`src/rtl/core/rau_pkg.sv`:
```
`timescale 1ns / 1ps
`default_nettype none
// ----------------------------------------------------------------------------
// rau_pkg
// Shared types and codes for the rational arithmetic unit.
// ----------------------------------------------------------------------------
package rau_pkg;

    localparam logic [1:0] OP_ADD = 2'd0;
    localparam logic [1:0] OP_SUB = 2'd1;
    localparam logic [1:0] OP_MUL = 2'd2;
    localparam logic [1:0] OP_DIV = 2'd3;

    localparam logic [1:0] ST_OK   = 2'd0;
    localparam logic [1:0] ST_DIV0 = 2'd1;
    localparam logic [1:0] ST_OVF  = 2'd2;

    typedef enum logic [3:0] {
        S_IDLE,
        S_MUL1,
        S_MUL2,
        S_SUM,
        S_CHECK,
        S_GCD,
        S_DIVN,
        S_DIVD,
        S_RANGE,
        S_OUT
    } state_t;

    typedef struct packed {
        logic load;
        logic mul1;
        logic mul2;
        logic sum;
        logic check;
        logic gcd_step;
        logic divn_start;
        logic divd_start;
        logic div_step;
        logic range;
    } dp_cmd_t;

    typedef struct packed {
        logic den_zero;
        logic num_zero;
        logic gcd_done;
        logic div_done;
    } dp_stat_t;

endpackage
`default_nettype wire

```
`src/rtl/core/rau_ctrl.sv`:
```
`timescale 1ns / 1ps
`default_nettype none
// ----------------------------------------------------------------------------
// rau_ctrl
// Sequencer: products, then gcd and two divisions if num and den are nonzero.
// ----------------------------------------------------------------------------
module rau_ctrl
    import rau_pkg::*;
(
    input  wire logic     clk,
    input  wire logic     rst_n,
    input  wire logic     in_fire,
    input  wire logic     out_free,
    input  wire dp_stat_t stat,
    output dp_cmd_t       cmd,
    output logic          busy,
    output logic          res_load
);

    state_t state_reg, state_next;

    always_ff @(posedge clk or negedge rst_n)
    begin
        if (!rst_n)
            state_reg <= S_IDLE;
        else
            state_reg <= state_next;
    end

    always_comb
    begin
        state_next = state_reg;
        cmd        = '0;
        busy       = 1'b1;
        res_load   = 1'b0;
        unique case (state_reg)
            S_IDLE:
            begin
                busy = 1'b0;
                if (in_fire)
                begin
                    cmd.load   = 1'b1;
                    state_next = S_MUL1;
                end
            end
            S_MUL1:
            begin
                cmd.mul1   = 1'b1;
                state_next = S_MUL2;
            end
            S_MUL2:
            begin
                cmd.mul2   = 1'b1;
                state_next = S_SUM;
            end
            S_SUM:
            begin
                cmd.sum    = 1'b1;
                state_next = S_CHECK;
            end
            S_CHECK:
            begin
                cmd.check = 1'b1;
                if (stat.den_zero || stat.num_zero)
                    state_next = S_OUT;
                else
                    state_next = S_GCD;
            end
            S_GCD:
            begin
                if (stat.gcd_done)
                begin
                    cmd.divn_start = 1'b1;
                    state_next     = S_DIVN;
                end
                else
                    cmd.gcd_step = 1'b1;
            end
            S_DIVN:
            begin
                if (stat.div_done)
                begin
                    cmd.divd_start = 1'b1;
                    state_next     = S_DIVD;
                end
                else
                    cmd.div_step = 1'b1;
            end
            S_DIVD:
            begin
                if (stat.div_done)
                    state_next = S_RANGE;
                else
                    cmd.div_step = 1'b1;
            end
            S_RANGE:
            begin
                cmd.range  = 1'b1;
                state_next = S_OUT;
            end
            S_OUT:
            begin
                if (out_free)
                begin
                    res_load   = 1'b1;
                    state_next = S_IDLE;
                end
            end
            default:
                state_next = S_IDLE;
        endcase
    end

endmodule
`default_nettype wire

```
`config.mk`:
```
export PLATFORM = sky130hd
export DESIGN_NAME = rau_ctrl
export DESIGN_NICKNAME = d
export VERILOG_FILES = /design/src/rtl/core/rau_pkg.sv /design/src/rtl/core/rau_ctrl.sv
export SDC_FILE = /design/constraint.sdc
export NUM_CORES = 1
export LEC_CHECK = 0
export ABC_AREA = 1
export BUFFER_PORTS_ARGS = -buffer_cell sky130_fd_sc_hd__buf_2
export CAP_MARGIN = 20
export CORE_AREA = 4 4 41 43
export DETAILED_ROUTE_END_ITERATION = 10
export DIE_AREA = 0 0 45 47
export GPL_TIMING_DRIVEN = 0
export SLEW_MARGIN = 20
export SYNTH_ARGS = -nofsm -noshare
export SYNTH_HDL_FRONTEND = slang
export SYNTH_SLANG_ARGS = --single-unit
```
`constraint.sdc`:
```
create_clock -name clk -period 1.3 [get_ports clk]
set_input_delay 0 -clock clk [delete_from_list [all_inputs] [get_ports clk]]
set_output_delay 0 -clock clk [all_outputs]
set_load 0.01 [all_outputs]
```
==> impl_metrics.json, run 1 <==
{
  "outcome": "finished clean",
  "die_area_um2": 2115,
  "antenna_cells": 0,
  "met2_usage": 0.1780,
  "synthXorXnorAreaFrac": 0,
  "grt_max_degree": 10,
  "timing.rr.start": "state_reg[3]$_DFFE_PN0P_",
  "hold_viol": 0,
  "area_delta_synth_final_pct": 40.42,
  "tns_ps": 0,
  "row_count": 13,
  "synth_top_family_by_area": "simple AND/OR/NAND/NOR gates",
  "post_cts_buffers": 0,
  "hold_class": "primary input to flip-flop",
  "finalPower_w": 0.001416,
  "leakage_nw": 0.3707,
  "cts_max_level": 1,
  "final.setup.worst_slack_ps": 82.43,
  "synth-seq-area-share": 0.2395,
  "timing.rr.end": "state_reg[0]$_DFFE_PN0P_",
  "start_util": 0.3212,
  "synthSimpleGateAreaFrac": 0.5749,
  "synth.net_count": 77,
  "synth_fa_ha_area_frac": 0,
  "via_per_inst": 4.477,
  "finalClockSkew_ps": 1.630,
  "fin_crit_sh": 0.9366,
  "top_usage_layer": "met2",
  "switching_share": 0.5318,
  "first_global_vias": 451,
  "dp_hpwl_um": 832.4,
  "drive_above_1_share": 0.4891,
  "cap_viol_max_count": 0,
  "ff2ff_path_depth": 6,
  "drc": 0,
  "grt_overflow": 0,
  "dr.first_iter.drc_count": 9,
  "final_cells": 107,
  "portBuffers": 19,
  "path_clk_slew_ps": 30,
  "critPathLaunch": "state_reg[1]$_DFFE_PN0P_",
  "vdd_drop_max_uv": 999.5,
  "fmax_ghz": 0.8213,
  "clkPwrFrac": 0.103,
  "cts_tree": "built",
  "syn_avg_cell_area_um2": 6.057,
  "cts_num_sinks": 4,
  "criticalPathCategory": "flip-flop to primary output",
  "cp-start-kind": "flip-flop",
  "drtAntennaViolNets": 0,
  "grt_pass1_wl_mm": 1.745,
  "netlist-cell-type-count": 16,
  "dp.cells": 103,
  "dieHeight_um": 47,
  "fin_area_um2": 586.8,
  "synth_compound_area_frac": 0.04192,
  "ys_seq_elements": 4,
  "tightest_slew_ps": 206.7,
  "vias": 479,
  "arrival_ps": 1220,
  "grtUsageMet1": 0.1471,
  "gp_congestion": 0.7713,
  "ys_warn_count": 0,
  "ctsLongestPathBuffers": 2,
  "netlist_area_um2": 417.9,
  "dp_slack_ps": 79.08,
  "synthCells": 69,
  "drv_slew": 0,
  "p_per_area_nw_per_um2": 2412,
  "cp-endpoint": "cmd[9]",
  "r2r_slack_ps": 120,
  "largest_register_ffs": 4,
  "cts_buffers": 3,
  "detailedRoute.firstPassIterationCount": 4,
  "grtUsageMet3": 0.01533,
  "critPathRequiredTime_ps": 1300,
  "die_x_um": 45,
  "setup_violations": 0,
  "antenna_found_initial": 0,
  "crit_fanout": 9,
  "place_area_um2": 531.8,
  "max-slew-margin-rel": 0.8610,
  "wire_per_inst_um": 9.570,
  "rsz0062_at_grt": "no",
  "grt_usage": 0.1110,
  "p_int_w": 0.0006627,
  "num_io_pins": 20,
  "combPwrFrac": 0.678,
  "root_buffer": "clkbuf_4",
  "cp-end-kind": "primary output",
  "seqPwrFrac": 0.219,
  "clkLatencyLatePin_ps": 230,
  "min_period_ps": 1218,
  "p_sw_w": 0.0007528,
  "layout.nets": 102,
  "fp.coreArea_um2": 1301,
  "synthMuxAreaShare": 0,
  "wirelength_mm": 1.024
}
==> logic make-up after synthesis <==
kind of cell,Yosys count
DFF,4
buffers and inverters,14
AOI/OAI and AO/OA,3
and+or+nand+nor,48
==> worst min path at each step <==
stage | cells after the start | start | end
final | 4 | out_free | state_reg[3]$_DFFE_PN0P_
after global routing | 2 | rst_n | state_reg[2]$_DFFE_PN0P_
after CTS | 4 | out_free | state_reg[3]$_DFFE_PN0P_
after detailed placement | 1 | rst_n | state_reg[2]$_DFFE_PN0P_
after global placement | 1 | rst_n | state_reg[0]$_DFFE_PN0P_
after floorplan | 0 | rst_n | state_reg[0]$_DFFE_PN0P_
==> power by group through the flow <==
stage	Combinational, W	Sequential, W	Clock, W
5_1_grt	0.00108	0.000322	0.000165
6_report	0.000960	0.000310	0.000145
4_1_cts	0.000938	0.000293	0.000150
3_5_place_dp	0.000915	0.000288	0
3_3_place_gp	0.000917	0.000287	0
2_1_floorplan	0.000695	0.000268	0
==> Yosys cell counts <==
library cell	count	area, um2
inv_1	9	33.78
buf_6	1	11.26
o21bai_1	1	7.510
nor2_2	3	18.77
nand2_1	19	71.32
nand2_2	3	18.77
inv_2	3	11.26
o21ai_0	1	5.000
nand3_1	5	25.02
dfrtp_1	4	100.1
nor4_1	2	12.51
clkinv_1	1	3.750
nor2_4	2	22.52
nand3_2	3	30.03
nor2_1	11	41.29
o21ai_1	1	5.000
==> what timing repair did <==
| action | in CTS | in global routing |
|---|---|---|
| resized for setup | 1 | 8 |
| pin swaps | 0 | 0 |
| cloned | 0 | 0 |
| endpoints found under the hold margin | 4 | 0 |
| endpoints found under the setup margin | 1 | 13 |
| hold buffers | 1 | 0 |
==> cell type report <==
cell class,count,area [um2]
buffer,1,11.26
multi-input combinational,51,276.5
timing repair buffer,20,105.1
clock buffer,3,22.52
fill,148,714.4
sequential,4,103.9
inverter,13,48.80
tap,15,18.77
==> layer usage <==
metal,wire length (um),vias to the layer above
met2,488,15
met3,57,0
met5,0,-
met1,477,205
li1,-,259
met4,0,0
==> stage by stage <==
stage / hold slack, ps / util
after floorplan: -295.6 / -
after global placement: -195.4 / 0.4087
after detailed placement: -195.9 / 0.4087
after CTS: 71.84 / 0.4375
after global routing: 86.93 / 0.4510
final: 72.87 / 0.4510
==> critical path: stages (launching register included) <==
cell	delay (ps)
dfrtp_1	360
buf_6	150
nor2_4	160
nand2_1	100
nor2_1	90
buf_2	130
==> cell usage in the layout, fill, tap and decap left out <==
master          n
buf_2          19
buf_6           1
clkbuf_4        3
dfrtp_1         1
dfrtp_2         3
dlygate4sd3_1   1
inv_1           9
inv_2           4
nand2_1        18
nand2_2         4
nand3_1         5
nand3_2         3
nor2_1          9
nor2_2          4
nor2_4          3
nor4_1          1
nor4_2          1
o21ai_0         1
o21ai_1         1
o21bai_1        1
No activity file was read; power rests on OpenSTA's default activity.
==> run 2, diff against run 1 <==
==> constraint.sdc (replaced) <==
create_clock -name clk -period 1.3 [get_ports clk]
set_input_delay 0.26 -clock clk [delete_from_list [all_inputs] [get_ports clk]]
set_output_delay 0.26 -clock clk [all_outputs]
set_load 0.01 [all_outputs]
==> impl_metrics.json, run 2 (same netlist as run 1, synthesis figures left out) <==
{
  "outcome": "finished, violations left",
  "failed_checks": "negative setup slack",
  "fin_area_um2": 681.9,
  "num_io_pins": 20,
  "wirelength_mm": 1.188,
  "cap_viol_max_count": 0,
  "dieHeight_um": 47,
  "via_per_inst": 4.579,
  "cts_max_level": 1,
  "clkLatencyLatePin_ps": 230,
  "die_x_um": 45,
  "layout_commonest_cell": "buf_2",
  "min_period_ps": 1465,
  "critPathRequiredTime_ps": 1040,
  "wire_per_inst_um": 10.42,
  "fillers": 139,
  "area_delta_synth_final_pct": 63.17,
  "tightest_slew_ps": 214.9,
  "fp.coreArea_um2": 1301,
  "first_global_vias": 504,
  "setup_violations": 12,
  "grt_max_degree": 9,
  "place_area_um2": 531.8,
  "drc": 0,
  "arrival_ps": 1210,
  "hold_viol": 0,
  "cp-start-kind": "flip-flop",
  "final_cells": 114,
  "gp_congestion": 0.7713,
  "cts_num_sinks": 4,
  "max-slew-margin-rel": 0.8554,
  "post-route-util": 0.5240,
  "final_cell_mix": "18 x buf_2, 16 x nand2_1, 9 x inv_1",
  "drive_above_1_share": 0.5657,
  "cts_tree": "built",
  "vias": 522,
  "vdd_drop_max_uv": 1090,
  "layout.nets": 109,
  "leakage_nw": 0.4127,
  "p_per_area_nw_per_um2": 2488,
  "antenna_found_initial": 0,
  "dp.cells": 103,
  "portBuffers": 19,
  "start_util": 0.3212,
  "fmax_ghz": 0.6824,
  "fin_crit_sh": 1.127,
  "hold_class": "primary input to flip-flop",
  "crit_fanout": 8,
  "dr.first_iter.drc_count": 8,
  "root_buffer": "clkbuf_4",
  "criticalPathCategory": "flip-flop to primary output",
  "path_clk_slew_ps": 40,
  "rsz0062_at_grt": "yes",
  "dp_hpwl_um": 832.4,
  "grt_pass1_wl_mm": 1.959,
  "grt_usage": 0.1237,
  "ctsLongestPathBuffers": 2,
  "cp-end-kind": "primary output",
  "row_count": 13,
  "grt_overflow": 0,
  "detailedRoute.firstPassIterationCount": 4,
  "tns_ps": -1447,
  "finalClockSkew_ps": 0.4057,
  "die_area_um2": 2115,
  "final.setup.worst_slack_ps": -165.5,
  "drtAntennaViolNets": 0,
  "cts_buffers": 3,
  "largest_register_ffs": 4,
  "antenna_cells": 0,
  "drv_slew": 0
}
run 2: cell types whose count changed in the layout (fill, tap and decap cells not counted), sizes merged:
cell / delta
inv: -1
clkinv: +1
buf: +7
run 2: layer usage:
| layer | wire [um] | track usage | vias to the layer above |
|---|---|---|---|
| li1 | - | - | 274 |
| met1 | 526 | 0.1540 | 229 |
| met2 | 589 | 0.2034 | 17 |
| met3 | 57 | 0.01916 | 2 |
| met4 | 14 | 0.07018 | 0 |
| met5 | 0 | 0 | - |
run 2: path summary, 6_finish.rpt:
check,start,slack (ps),endpoint,cells after the start
max,state_reg[1]$_DFFE_PN0P_,-170,cmd[9],5
min,out_free,340,state_reg[3]$_DFFE_PN0P_,4
max reg2reg,state_reg[3]$_DFFE_PN0P_,40,state_reg[0]$_DFFE_PN0P_,7
min reg2reg,state_reg[3]$_DFFE_PN0P_,670,state_reg[1]$_DFFE_PN0P_,3
max in group asynchronous,rst_n,810,state_reg[3]$_DFFE_PN0P_,2
min in group asynchronous,rst_n,360,state_reg[2]$_DFFE_PN0P_,2
run 2: repair_timing:
action,in CTS,in global routing
pin swaps,9,3
setup buffers,6,1
hold buffers,1,0
setup endpoints to repair,12,16
hold endpoints to repair,4,0
resized for setup,17,3
run 2: worst max-delay path, cell delays in order, from the launching register on:
cell	delay [ps]
dfrtp_1	360
buf_6	150
nor2_4	160
nand2_2	90
nor2_1	90
buf_2	130
run 2: power by group:
part | switching, W | internal [W] | leakage (nW)
Sequential | 0.000126 | 0.000202 | 0.0464
Combinational | 0.000700 | 0.000522 | 0.352
Clock | 0.0000439 | 0.000103 | 0.0138
run 2: area by class of cell:
class | count | area, um2 | share of cell area
Inverter | 13 | 56.30 | 0.08257
Tap cell | 15 | 18.77 | 0.02752
Timing Repair Buffer | 27 | 167.7 | 0.2459
Buffer | 1 | 11.26 | 0.01651
Sequential cell | 4 | 103.9 | 0.1523
Clock buffer | 3 | 22.52 | 0.03303
Multi-Input combinational cell | 51 | 301.5 | 0.4422
run 2: per-stage QoR:
stage               total power [W]  hold WS (ps)  setup WS [ps]
detailed placement         0.001203         64.13         -10.51
global placement           0.001204         64.64         -4.104
CTS                        0.001649         328.2         -158.9
floorplan                 0.0009630        -35.59          31.25
global route               0.001842         348.4         -216.2
finish                     0.001697         338.0         -165.5
==> run 3, diff against run 2 <==
--- a/config.mk
+++ b/config.mk
@@ -12,6 +12,7 @@
 export DETAILED_ROUTE_END_ITERATION = 10
 export DIE_AREA = 0 0 45 47
 export GPL_TIMING_DRIVEN = 0
+export REMOVE_ABC_BUFFERS = 1
 export SLEW_MARGIN = 20
 export SYNTH_ARGS = -nofsm -noshare
 export SYNTH_HDL_FRONTEND = slang
==> impl_metrics.json, run 3 (same netlist as run 1, synthesis figures left out) <==
{
  "outcome": "finished, violations left",
  "failed_checks": "negative setup slack",
  "max-slew-margin-rel": 0.8256,
  "path_clk_slew_ps": 40,
  "drive_above_1_share": 0.5900,
  "cp-end-kind": "primary output",
  "final_cell_mix": "17 x nand2_1, 16 x buf_2, 8 x nor2_1, 8 x buf_4",
  "cp-start-kind": "flip-flop",
  "min_period_ps": 1474,
  "place_area_um2": 520.5,
  "antenna_cells": 0,
  "drtAntennaViolNets": 0,
  "cap_viol_max_count": 0,
  "area_delta_synth_final_pct": 71.26,
  "fp.coreArea_um2": 1301,
  "hold_viol": 0,
  "die_area_um2": 2115,
  "r2r_slack_ps": 10,
  "leakage_nw": 0.4152,
  "path_cells": "inv_2 > nor2_4 > nand2_2 > nor2_1 > buf_2",
  "drc": 0,
  "layout_commonest_cell": "nand2_1",
  "clkLatencyLatePin_ps": 240,
  "cts_tree": "built",
  "fillers": 137,
  "vias": 516,
  "cts_num_sinks": 4,
  "tns_ps": -1652,
  "largest_register_ffs": 4,
  "num_io_pins": 20,
  "root_buffer": "clkbuf_4",
  "wirelength_mm": 1.262,
  "portBuffers": 19,
  "grt_pass1_wl_mm": 1.635,
  "die_x_um": 45,
  "cts_buffers": 3,
  "crit_family": "flip-flops",
  "critPathRequiredTime_ps": 1040,
  "drv_slew": 0,
  "finalClockSkew_ps": 6.772,
  "grt_max_degree": 9,
  "finalPower_w": 0.001776,
  "grt_usage": 0.1109,
  "vdd_drop_max_uv": 1559,
  "dp_hpwl_um": 802.7,
  "hold_class": "primary input to flip-flop",
  "p_per_area_nw_per_um2": 2482,
  "first_global_vias": 402,
  "setup_violations": 12,
  "ctsLongestPathBuffers": 2,
  "fmax_ghz": 0.6784,
  "fin_area_um2": 715.7,
  "final.setup.worst_slack_ps": -174.1,
  "wire_per_inst_um": 10.97,
  "cp_slowest_cell": "dfrtp_2",
  "cts_max_level": 1,
  "dieHeight_um": 47,
  "cp_num_buf_inv": 2,
  "layout.nets": 110,
  "antenna_found_initial": 0,
  "grt_overflow": 0,
  "dr.first_iter.drc_count": 5,
  "fin_crit_sh": 1.134,
  "start_util": 0.3212,
  "gp_congestion": 0.7958,
  "cp_slowest_stage_delay_ps": 440,
  "arrival_ps": 1210,
  "rsz0062_at_grt": "yes",
  "detailedRoute.firstPassIterationCount": 4,
  "row_count": 13,
  "crit_fanout": 5,
  "criticalPathCategory": "flip-flop to primary output",
  "tightest_slew_ps": 261.7,
  "via_per_inst": 4.487
}
run 3: changes by cell type in the layout (fill, tap and decap cells not counted), sizes merged:
cell    before  now
inv         12   13
clkinv       1    0
buf         27   28
run 3: cell type report:
cell class	count	area, um2	share of cell area
timing repair buffer	29	195.2	0.2727
clock buffer	3	22.52	0.03147
tap	15	18.77	0.02622
multi-input combinational	51	320.3	0.4476
sequential	4	105.1	0.1469
inverter	13	53.80	0.07517
run 3: worst paths after layout:
check	from	to	cells after the start
worst max-delay path	state_reg[2]$_DFFE_PN0P_	cmd[2]	5
worst min-delay path	out_free	state_reg[3]$_DFFE_PN0P_	4
worst max register to register	state_reg[2]$_DFFE_PN0P_	state_reg[0]$_DFFE_PN0P_	8
worst min register to register	state_reg[3]$_DFFE_PN0P_	state_reg[1]$_DFFE_PN0P_	3
max in group asynchronous	rst_n	state_reg[1]$_DFFE_PN0P_	2
min in group asynchronous	rst_n	state_reg[2]$_DFFE_PN0P_	2
run 3: timing repair:
action | in CTS | in global routing
gates resized for setup | 12 | 16
pin swaps | 5 | 6
hold buffers | 1 | 0
setup buffers | 5 | 4
setup endpoints to repair | 12 | 15
endpoints found under the hold margin | 4 | 0
run 3: per-layer routing:
| metal | wire length (um) | GRT usage | part of all wire |
|---|---|---|---|
| met1 | 531 | 0.1353 | 0.42 |
| met2 | 629 | 0.1667 | 0.50 |
| met3 | 90 | 0.04981 | 0.071 |
| met4 | 9 | 0.05263 | 0.0071 |
| met5 | 0 | 0 | 0 |
run 3: through the flow:
step / hold WS (ps) / util / std cells / setup slack (ps)
final: 335.1 / 0.5500 / 115 / -174.1
after global routing: 354.3 / 0.5500 / 115 / -258.2
after CTS: 326.4 / 0.4817 / 111 / -154.2
after detailed placement: 67.59 / 0.4000 / 102 / -67.48
after global placement: 64.81 / 0.4000 / 102 / -103.6
after floorplan: -35.59 / - / 68 / 8.661
run 3: power breakdown:
part	leakage [nW]	switching, W	internal (W)
clock	0.0138	0.0000490	0.000103
combinational	0.356	0.000685	0.000549
sequential	0.0453	0.000185	0.000205
run 3: worst min-delay path, stage by stage:
cell and delay (ps):
buf_2 70, inv_1 50, nand3_2 90, nand2_1 60
